`config.mk`:
```
export PLATFORM = sky130hd
export DESIGN_NAME = case_insensitive_substring_match_core
export DESIGN_NICKNAME = d
export VERILOG_FILES = /design/src/hdl/csism_pkg.sv /design/src/hdl/csism_cell.sv /design/src/hdl/csism_tracker.sv /design/src/hdl/case_insensitive_substring_match_core.sv
export SDC_FILE = /design/constraint.sdc
export NUM_CORES = 1
export LEC_CHECK = 0
export ABC_CLOCK_PERIOD_IN_PS = 7660
export BUFFER_PORTS_ARGS = -buffer_cell sky130_fd_sc_hd__buf_2
export CAP_MARGIN = 20
export CORE_ASPECT_RATIO = 1.4
export CORE_MARGIN = 10
export CORE_UTILIZATION = 31
export CTS_BUF_LIST = sky130_fd_sc_hd__clkbuf_16
export DETAILED_ROUTE_END_ITERATION = 16
export PLACE_DENSITY = 0.59
export SLEW_MARGIN = 30
export SYNTH_ARGS = -nofsm -noshare
export SYNTH_HDL_FRONTEND = slang
export SYNTH_SLANG_ARGS = --single-unit
export TNS_END_PERCENT = 100
```
`constraint.sdc`:
```
create_clock -name clock -period 7.66 [get_ports clock]
set_input_delay 1.149 -clock clock [delete_from_list [all_inputs] [get_ports clock]]
set_output_delay 1.149 -clock clock [all_outputs]
set_load 0.05 [all_outputs]
```
`src/hdl/csism_pkg.sv`:
```
`default_nettype none
package csism_pkg;

   // configuration register indexes
   typedef enum logic [1:0] {
      CSR_PATTERN_LOW    = 2'd0,
      CSR_PATTERN_HIGH   = 2'd1,
      CSR_PATTERN_LENGTH = 2'd2,
      CSR_FOLD_CASE      = 2'd3
   } csr_index_type;

   localparam int unsigned CSR_INDEX_BITS  = 2;
   localparam int unsigned CSR_DATA_BITS   = 64;
   localparam int unsigned LENGTH_BITS     = 5;
   localparam int unsigned BYTE_BITS       = 8;
   localparam int unsigned START_BITS      = 16;
   localparam int unsigned RSP_DATA_BITS   = 24;
   localparam int unsigned BYTES_PER_WORD  = 8;
   localparam int unsigned PATTERN_BYTES   = 16;

   // ASCII lower-case letters
   localparam logic [7:0] CHAR_LOWER_A = 8'h61;
   localparam logic [7:0] CHAR_LOWER_Z = 8'h7A;
   localparam logic [7:0] CASE_OFFSET  = 8'h20;

   // controls shared by every cell of the row
   typedef struct packed {
      logic advance;    // an item is accepted this cycle
      logic restart;    // accepted item closes the text
      logic fold_case;  // fold a-z to upper case
   } cell_ctrl_type;

   // per-item view handed to the match tracker
   typedef struct packed {
      logic advance;
      logic last;
      logic tap;        // updated progress bit at the final pattern position
   } track_step_type;

   // one result item, field order as in rsp_tdata
   typedef struct packed {
      logic                  position_overflow;
      logic [START_BITS-1:0] match_start;
      logic                  found;
   } result_type;

   // fold an ASCII letter to upper case when enabled
   function automatic logic [7:0] fold_byte(input logic [7:0] b, input logic en);
      logic [7:0] r;
      r = b;
      if (en && (b >= CHAR_LOWER_A) && (b <= CHAR_LOWER_Z)) begin
         r = b - CASE_OFFSET;
      end
      return r;
   endfunction

endpackage
`default_nettype wire

```
`src/hdl/csism_cell.sv`:
```
`default_nettype none
// One pattern position: compares its pattern byte against the incoming
// text byte and extends the partial match handed on by its left neighbor.
module csism_cell (
   input  wire logic                    clock,
   input  wire logic                    reset,
   input  wire csism_pkg::cell_ctrl_type ctrl,
   input  wire logic [7:0]              text_folded,
   input  wire logic [7:0]              pattern_byte,
   input  wire logic                    prev_bit,
   output logic                         step_bit,
   output logic                         progress_ff
);

   logic hit;
   logic progress_in;

   // byte compare and chain extension
   assign hit      = (csism_pkg::fold_byte(pattern_byte, ctrl.fold_case) == text_folded);
   assign step_bit = prev_bit & hit;

   // progress is cleared once the text ends
   always_comb begin
      progress_in = progress_ff;
      if (ctrl.advance) begin
         progress_in = ctrl.restart ? 1'b0 : step_bit;
      end
   end

   always_ff @(posedge clock) begin
      if (reset) begin
         progress_ff <= 1'b0;
      end else begin
         progress_ff <= progress_in;
      end
   end

endmodule
`default_nettype wire

```
`src/hdl/csism_tracker.sv`:
```
`default_nettype none
// Byte position counter, earliest match start and overflow flag; forms the
// result for the byte that closes the text.
module csism_tracker #(
   parameter int unsigned POSITION_BITS = 16,
   parameter int unsigned LEN_W         = 5
) (
   input  wire logic                      clock,
   input  wire logic                      reset,
   input  wire csism_pkg::track_step_type step,
   input  wire logic [LEN_W-1:0]          len,
   output csism_pkg::result_type          result
);

   localparam int unsigned SW = (POSITION_BITS > csism_pkg::START_BITS) ?
                                POSITION_BITS : csism_pkg::START_BITS;

   logic [POSITION_BITS-1:0] pos_ff, pos_in;
   logic [POSITION_BITS-1:0] start_ff, start_in;
   logic                     found_ff, found_in;
   logic                     ovf_ff, ovf_in;

   logic                     at_max;
   logic                     hit;
   logic [POSITION_BITS-1:0] len_m1;
   logic [POSITION_BITS-1:0] start_next;
   logic                     found_next;
   logic                     ovf_next;
   logic [SW-1:0]            start_ext;

   assign at_max     = (pos_ff == {POSITION_BITS{1'b1}});
   assign len_m1     = POSITION_BITS'(len) - POSITION_BITS'(1);
   // first full occurrence on a byte inside the position range
   assign hit        = (len != '0) && !at_max && !found_ff && step.tap && (pos_ff >= len_m1);
   assign found_next = found_ff | hit;
   assign start_next = hit ? (pos_ff - len_m1) : start_ff;
   assign ovf_next   = ovf_ff | at_max;
   assign start_ext  = SW'(start_next);

   // state update, cleared after the closing byte
   always_comb begin
      pos_in   = pos_ff;
      start_in = start_ff;
      found_in = found_ff;
      ovf_in   = ovf_ff;
      if (step.advance) begin
         if (step.last) begin
            pos_in   = '0;
            start_in = '0;
            found_in = 1'b0;
            ovf_in   = 1'b0;
         end else begin
            pos_in   = at_max ? pos_ff : (pos_ff + POSITION_BITS'(1));
            start_in = start_next;
            found_in = found_next;
            ovf_in   = ovf_next;
         end
      end
   end

   always_ff @(posedge clock) begin
      if (reset) begin
         pos_ff   <= '0;
         start_ff <= '0;
         found_ff <= 1'b0;
         ovf_ff   <= 1'b0;
      end else begin
         pos_ff   <= pos_in;
         start_ff <= start_in;
         found_ff <= found_in;
         ovf_ff   <= ovf_in;
      end
   end

   // result; an empty pattern always matches at the start
   always_comb begin
      result.position_overflow = ovf_next;
      if (len == '0) begin
         result.found       = 1'b1;
         result.match_start = '0;
      end else begin
         result.found       = found_next;
         result.match_start = found_next ? start_ext[csism_pkg::START_BITS-1:0] : '0;
      end
   end

endmodule
`default_nettype wire

```
`src/hdl/case_insensitive_substring_match_core.sv`:
```
`default_nettype none
// Substring search over a byte stream, with optional ASCII case folding.
//
// req_*: one text byte per item in req_tdata[7:0]; req_tlast marks the final
//   byte of a text. rsp_*: one result item per text, sent after its last
//   byte: found, start index of the first occurrence, position overflow.
// csr_*: write-only registers (pattern low/high words, length, fold_case);
//   the user must write them only while no text is in flight; the block does not enforce this.
// Throughput: one byte per cycle while req_tready is high. Each pattern position is one cell of a
//   row that shifts the partial-match bit one position per byte, so the
//   rate does not depend on pattern length.
// Output: the result is registered and appears on rsp_tvalid the cycle after the last byte is
//   accepted, unless an earlier result is still held; it then waits in the skid register.
// Stall: a result register plus a one-entry skid register; req_tready drops
//   only when both hold results that the receiver has not taken.
// Reset: synchronous; clears stream state and the output valid flags, restores
//   the registers to empty pattern with case folding on.
module case_insensitive_substring_match_core #(
   parameter int unsigned PATTERN_MAX   = 16,
   parameter int unsigned POSITION_BITS = 16
) (
   input  wire logic                               clock,
   input  wire logic                               reset,
   // text_byte [7:0]
   input  wire logic [7:0]                         req_tdata,
   input  wire logic                               req_tlast,
   input  wire logic                               req_tvalid,
   output logic                                    req_tready,
   // found [0], match_start [16:1], position_overflow [17], zero [23:18]
   output logic [csism_pkg::RSP_DATA_BITS-1:0]     rsp_tdata,
   output logic                                    rsp_tvalid,
   input  wire logic                               rsp_tready,
   input  wire logic                               csr_wr_en,
   input  wire logic [csism_pkg::CSR_INDEX_BITS-1:0] csr_index,
   input  wire logic [csism_pkg::CSR_DATA_BITS-1:0]  csr_wdata
);

   localparam int unsigned LEN_W = $clog2(PATTERN_MAX + 1);
   localparam int unsigned CMP_W = (LEN_W > csism_pkg::LENGTH_BITS) ?
                                   LEN_W : csism_pkg::LENGTH_BITS;
   localparam int unsigned TAP_W = (PATTERN_MAX > 1) ? $clog2(PATTERN_MAX) : 1;

   // configuration registers
   logic [csism_pkg::CSR_DATA_BITS-1:0] pattern_low_ff, pattern_high_ff;
   logic [csism_pkg::LENGTH_BITS-1:0]   pattern_length_ff;
   logic                                fold_case_ff;

   always_ff @(posedge clock) begin
      if (reset) begin
         pattern_low_ff    <= '0;
         pattern_high_ff   <= '0;
         pattern_length_ff <= '0;
         fold_case_ff      <= 1'b1;
      end else if (csr_wr_en) begin
         unique case (csism_pkg::csr_index_type'(csr_index))
            csism_pkg::CSR_PATTERN_LOW:    pattern_low_ff    <= csr_wdata;
            csism_pkg::CSR_PATTERN_HIGH:   pattern_high_ff   <= csr_wdata;
            csism_pkg::CSR_PATTERN_LENGTH:
               pattern_length_ff <= csr_wdata[csism_pkg::LENGTH_BITS-1:0];
            csism_pkg::CSR_FOLD_CASE:      fold_case_ff      <= csr_wdata[0];
            default: ;
         endcase
      end
   end

   // effective length, clamped to the row size
   logic [LEN_W-1:0] len;
   assign len = (CMP_W'(pattern_length_ff) > CMP_W'(PATTERN_MAX)) ?
                LEN_W'(PATTERN_MAX) : LEN_W'(pattern_length_ff);

   // input handshake
   logic                    skid_valid_ff, skid_valid_in;
   logic                    out_valid_ff, out_valid_in;
   logic                    accept;
   logic [7:0]              text_folded;
   csism_pkg::cell_ctrl_type ctrl;

   assign req_tready  = !skid_valid_ff;
   assign accept      = req_tvalid && req_tready;
   assign text_folded = csism_pkg::fold_byte(req_tdata, fold_case_ff);

   assign ctrl.advance   = accept;
   assign ctrl.restart   = req_tlast;
   assign ctrl.fold_case = fold_case_ff;

   // row of match cells
   logic [PATTERN_MAX-1:0] step_bits;
   logic [PATTERN_MAX-1:0] progress;

   for (genvar i = 0; i < PATTERN_MAX; i++) begin : g_cell
      logic [7:0] pbyte;
      logic       prev;

      if (i < csism_pkg::BYTES_PER_WORD) begin : g_lo
         assign pbyte = pattern_low_ff[8*i +: 8];
      end else if (i < csism_pkg::PATTERN_BYTES) begin : g_hi
         assign pbyte = pattern_high_ff[8*(i-csism_pkg::BYTES_PER_WORD) +: 8];
      end else begin : g_zero
         assign pbyte = 8'h00;
      end

      if (i == 0) begin : g_head
         assign prev = 1'b1;
      end else begin : g_link
         assign prev = progress[i-1];
      end

      csism_cell u_cell (
         .clock        (clock),
         .reset        (reset),
         .ctrl         (ctrl),
         .text_folded  (text_folded),
         .pattern_byte (pbyte),
         .prev_bit     (prev),
         .step_bit     (step_bits[i]),
         .progress_ff  (progress[i])
      );
   end

   // updated progress at the final pattern position
   logic [TAP_W-1:0]          tap_idx;
   csism_pkg::track_step_type step;
   csism_pkg::result_type     result;

   assign tap_idx      = TAP_W'(len - LEN_W'(1));
   assign step.advance = accept;
   assign step.last    = req_tlast;
   assign step.tap     = (len != '0) && step_bits[tap_idx];

   csism_tracker #(
      .POSITION_BITS (POSITION_BITS),
      .LEN_W         (LEN_W)
   ) u_tracker (
      .clock  (clock),
      .reset  (reset),
      .step   (step),
      .len    (len),
      .result (result)
   );

   // result register with skid entry
   csism_pkg::result_type out_ff, out_in, skid_ff, skid_in;
   logic                  push, take;

   assign push = accept && req_tlast;
   assign take = out_valid_ff && rsp_tready;

   always_comb begin
      out_in        = out_ff;
      skid_in       = skid_ff;
      out_valid_in  = out_valid_ff;
      skid_valid_in = skid_valid_ff;
      if (skid_valid_ff) begin
         if (take) begin
            out_in        = skid_ff;
            skid_valid_in = 1'b0;
         end
      end else if (push) begin
         if (!out_valid_ff || take) begin
            out_in       = result;
            out_valid_in = 1'b1;
         end else begin
            skid_in       = result;
            skid_valid_in = 1'b1;
         end
      end else if (take) begin
         out_valid_in = 1'b0;
      end
   end

   always_ff @(posedge clock) begin
      if (reset) begin
         out_valid_ff  <= 1'b0;
         skid_valid_ff <= 1'b0;
      end else begin
         out_valid_ff  <= out_valid_in;
         skid_valid_ff <= skid_valid_in;
      end
   end

   always_ff @(posedge clock) begin
      out_ff  <= out_in;
      skid_ff <= skid_in;
   end

   assign rsp_tvalid = out_valid_ff;
   assign rsp_tdata  = csism_pkg::RSP_DATA_BITS'(out_ff);

   // skid entry only fills behind a held result
   a_skid_behind_out: assert property (@(posedge clock) disable iff (reset)
      skid_valid_ff |-> out_valid_ff)
      else $error("skid entry full while result register empty");

   // closing byte is always followed by rsp_tvalid high in the next cycle
   a_last_gives_result: assert property (@(posedge clock) disable iff (reset)
      (req_tvalid && req_tready && req_tlast) |=> rsp_tvalid)
      else $error("no result after closing byte");

   // a nonzero start index only comes with a match
   a_start_needs_found: assert property (@(posedge clock) disable iff (reset)
      (rsp_tvalid && (rsp_tdata[16:1] != 16'd0)) |-> rsp_tdata[0])
      else $error("match start without found");

endmodule
`default_nettype wire

```
==> flow_summary.toml <==
[placement]
gp_congestion = 0.862
dp_hpwl_um = 27500
io_buffers = 99
dpl-instance-area_um2 = 13600

[final_layout]
design_area_um2 = 14500
final_common_cell = "nand2_1"
drive_gt1_share_pct = 10.8
syn_to_final_growth_pct = 13.7
mostFrequentLayoutCells = "348 x nand2_1, 203 x a21oi_1, 185 x dfxtp_1"
nets = 1776

[power_and_ir_drop]
p_seq_share_pct = 44.1
irDropWorstVdd_uv = 138
internal-power_uw = 2030
power_switching_uw = 781
pwr-share-clk_pct = 43.2
switching_share_pct = 27.8
power_density_nw_per_um2 = 194
combPwrFrac_pct = 12.7
leakagePower_uw = 0.00528

[grt]
grt_pass1_vias = 11235
grt_antenna_before_repair = 2
grt_pass1_wl_um = 60700
grt_max_degree = 96
overflow = 0
grtUsageTotal_pct = 14.9

[run_status]
outcome = "completed"

[critical_path]
cp_slowest_cell = "or2_1"
worst_ep_arrival_time_ps = 6460
path_max_fanout = 24
start_kind = "flip-flop"
crit_path_end_kind = "flip-flop"
critPathMaxStageDelay_ps = 770
crit_type = "flip-flop to flip-flop"
worstPathRequired_ps = 7920
crit_chain = "nand2b_1 -> ha_1 -> xnor2_1 -> inv_1 -> ha_1 -> nor2b_1 -> o21ai_0 -> a21boi_0 -> o21ai_0 -> a21oi_1 -> a21o_1 -> o221a_2 -> or4_1 -> o311ai_2 -> or2_1 -> o21ai_0"
critPathMostFrequentCell = "o21ai_0"

[clock_tree]
tritoncts = "yes"
cts_sinks = 221
cts_hold_buf = 0
clk_pin_slew_ps = 60
cts_buffers = 25
cts_buffer_depth = 3
clock_latency_ps = 550
clockRootBuffer = "clkbuf_16"
cts_resized = 0
cts_max_level = 1
cts_setup_buffers = 0

[logic_synthesis]
yosysUniqueCellTypes = 72
synth.cell_area_um2 = 12700
synthFlopType = "dfxtp_1"
synth_xor_area_share_pct = 9.85
netlist_instances = 1617
ys_seq_area_share_pct = 37.6
synth_compound_area_share_pct = 18.8
yosys.area_share.simple_pct = 23.6
synth_edf_count = 36
syn_avg_cell_area_um2 = 7.86
yosysWarnings = 0
async_flop_share_pct = 0
synth_top_family_by_area = "simple AND/OR/NAND/NOR gates"
synthAdderAreaFrac_pct = 3.60
ys_ff_latch = 221
synth_mux_area_share_pct = 1.13

[route]
vias_per_cell = 5.21
first_pass_iters = 5
drt-total-wl_um = 37900
first_iter_violations = 722
wl_per_cell_um = 17.1
vias = 11522
post-route-drc-count = 0
antenna_left = 0

[sta]
worst_slew_pin_slew_ps = 995
hold_viol_final = 0
rsz0062_at_grt = "no"
min_period_over_period_pct = 80.8
fin_skew_ps = 21.3
finalSetupViolCount = 0
max_clock_freq_mhz = 162
final.min_clock_period_ps = 6190
drv_slew = 0
finalSetupTns_ps = 0
slew_headroom_pct = 33.7

[die]
die-width_um = 191
dieArea_um2 = 49600
die_y_um = 260
fp-row-count = 87
coreArea_um2 = 40400
boundaryPins = 106
initial_core_util_pct = 31.5

[run]
drv_cap = 0

[hold_path]
hold_path.class = "flip-flop to flip-flop"
[cell type report]
type                            instances  area (um^2)
Fill cell                            4210        25900
Multi-Input combinational cell       1236         7310
Sequential cell                       221         4780
Clock buffer                           27          676
Tap cell                              534          668
Timing Repair Buffer                  117          657
Inverter                               59          221
Clock inverter                         16          135
Antenna cell                            1         2.50
[worst paths after layout]
path / start / end / slack [ps] / cells past startpoint
hold reg to reg: g_cell[0].u_cell.progress_ff / g_cell[0].u_cell.progress_ff / 460 / 2
hold / removal: g_cell[0].u_cell.progress_ff / g_cell[0].u_cell.progress_ff / 460 / 2
setup reg to reg: pattern_length_ff[4] / skid_ff[14] / 1470 / 16
setup / recovery: pattern_length_ff[4] / skid_ff[14] / 1470 / 16
[critical path, delay by kind of cell (launching register included)]
family | cells | cell delay, ps
simple gates | 4 | 2110
fa+ha+maj | 2 | 790
buf+inv | 1 | 290
flops | 1 | 360
compound gates | 8 | 1710
xor+xnor | 1 | 640
[cell usage after synthesis (4+ instances only)]
| cell | count | area [um^2] |
|---|---|---|
| inv_1 | 59 | 221 |
| o21ai_0 | 48 | 240 |
| a31oi_1 | 14 | 87.6 |
| a41oi_1 | 9 | 78.8 |
| dfxtp_1 | 185 | 3700 |
| nor4_1 | 21 | 131 |
| o22ai_1 | 4 | 25.0 |
| nand2b_1 | 7 | 43.8 |
| o211ai_1 | 4 | 30.0 |
| o31ai_1 | 11 | 82.6 |
| a211o_1 | 5 | 43.8 |
| a21o_1 | 6 | 45.0 |
| mux2i_1 | 11 | 110 |
| xor2_1 | 82 | 718 |
| xnor2_1 | 61 | 534 |
| or3_1 | 14 | 87.6 |
| o41ai_1 | 13 | 114 |
| buf_2 | 11 | 55.1 |
| a21oi_1 | 204 | 1020 |
| buf_1 | 10 | 37.5 |
| nor2b_1 | 10 | 62.6 |
| nand3_1 | 32 | 160 |
| buf_4 | 10 | 75.1 |
| or4_1 | 14 | 105 |
| nand4_1 | 19 | 119 |
| clkbuf_1 | 73 | 274 |
| a22o_1 | 11 | 96.3 |
| ha_1 | 35 | 438 |
| nor3b_1 | 25 | 188 |
| nor2_1 | 82 | 308 |
| nor3_1 | 24 | 120 |
| or2_2 | 5 | 31.3 |
| o221ai_1 | 4 | 35.0 |
| o21ai_1 | 14 | 70.1 |
| nand2_1 | 349 | 1310 |
| a211oi_1 | 4 | 30.0 |
| and3_1 | 23 | 144 |
| nand3b_1 | 13 | 97.6 |
| edfxtp_1 | 36 | 1080 |
[power groups by stage]
stage | Sequential (uW) | Clock (uW) | Combinational (uW)
after floorplan | 1270 | 0 | 240
after global placement | 1260 | 0 | 347
after detailed placement | 1270 | 0 | 354
after CTS | 1240 | 1240 | 354
after global routing | 1240 | 1280 | 394
final | 1240 | 1210 | 356
[per-stage QoR]
stage / hold WS, ps / utilization, % / total power, uW / instances / worst slack (ps)
after floorplan: 427 / - / 1510 / 1622 / 2960
after global placement: 443 / 33.7 / 1610 / 2166 / 1510
after detailed placement: 448 / 33.7 / 1620 / 2166 / 1530
after CTS: 460 / 35.7 / 2830 / 2209 / 1490
after global routing: 483 / 35.8 / 2920 / 2211 / 967
final: 460 / 35.8 / 2810 / 2211 / 1470
[cell families (layout without fill, tap and decap cells)]
logic type	Yosys count	count (layout)
xor gates and xnor gates	143	143
DFF	221	221
AOI/OAI and AO/OA	388	388
other	1	7
muxes	14	14
buffers and inverters	165	219
adders and majority gates	36	36
and+or+nand+nor	649	649
[state kept, by name, summed over array words and instances (netlist names)]
signal,cells
pattern_high_ff,64
rsp_tvalid,1
u_tracker.start_ff,16
u_tracker.found_ff,1
fold_case_ff,1
skid_valid_ff,1
u_tracker.ovf_ff,1
skid_ff,18
u_tracker.pos_ff,16
g_cell.u_cell.progress_ff,15
pattern_low_ff,64
pattern_length_ff,5
rsp_tdata,18
[routing by layer]
metal	track usage, %	part of all wire (%)	vias to the layer above
met4	5.09	2.7	2
met1	17.1	41	5503
met2	27.4	51	236
li1	-	-	5712
met3	2.29	4.6	69
met5	0	0.032	-
No activity file was read; power rests on OpenSTA's default activity.
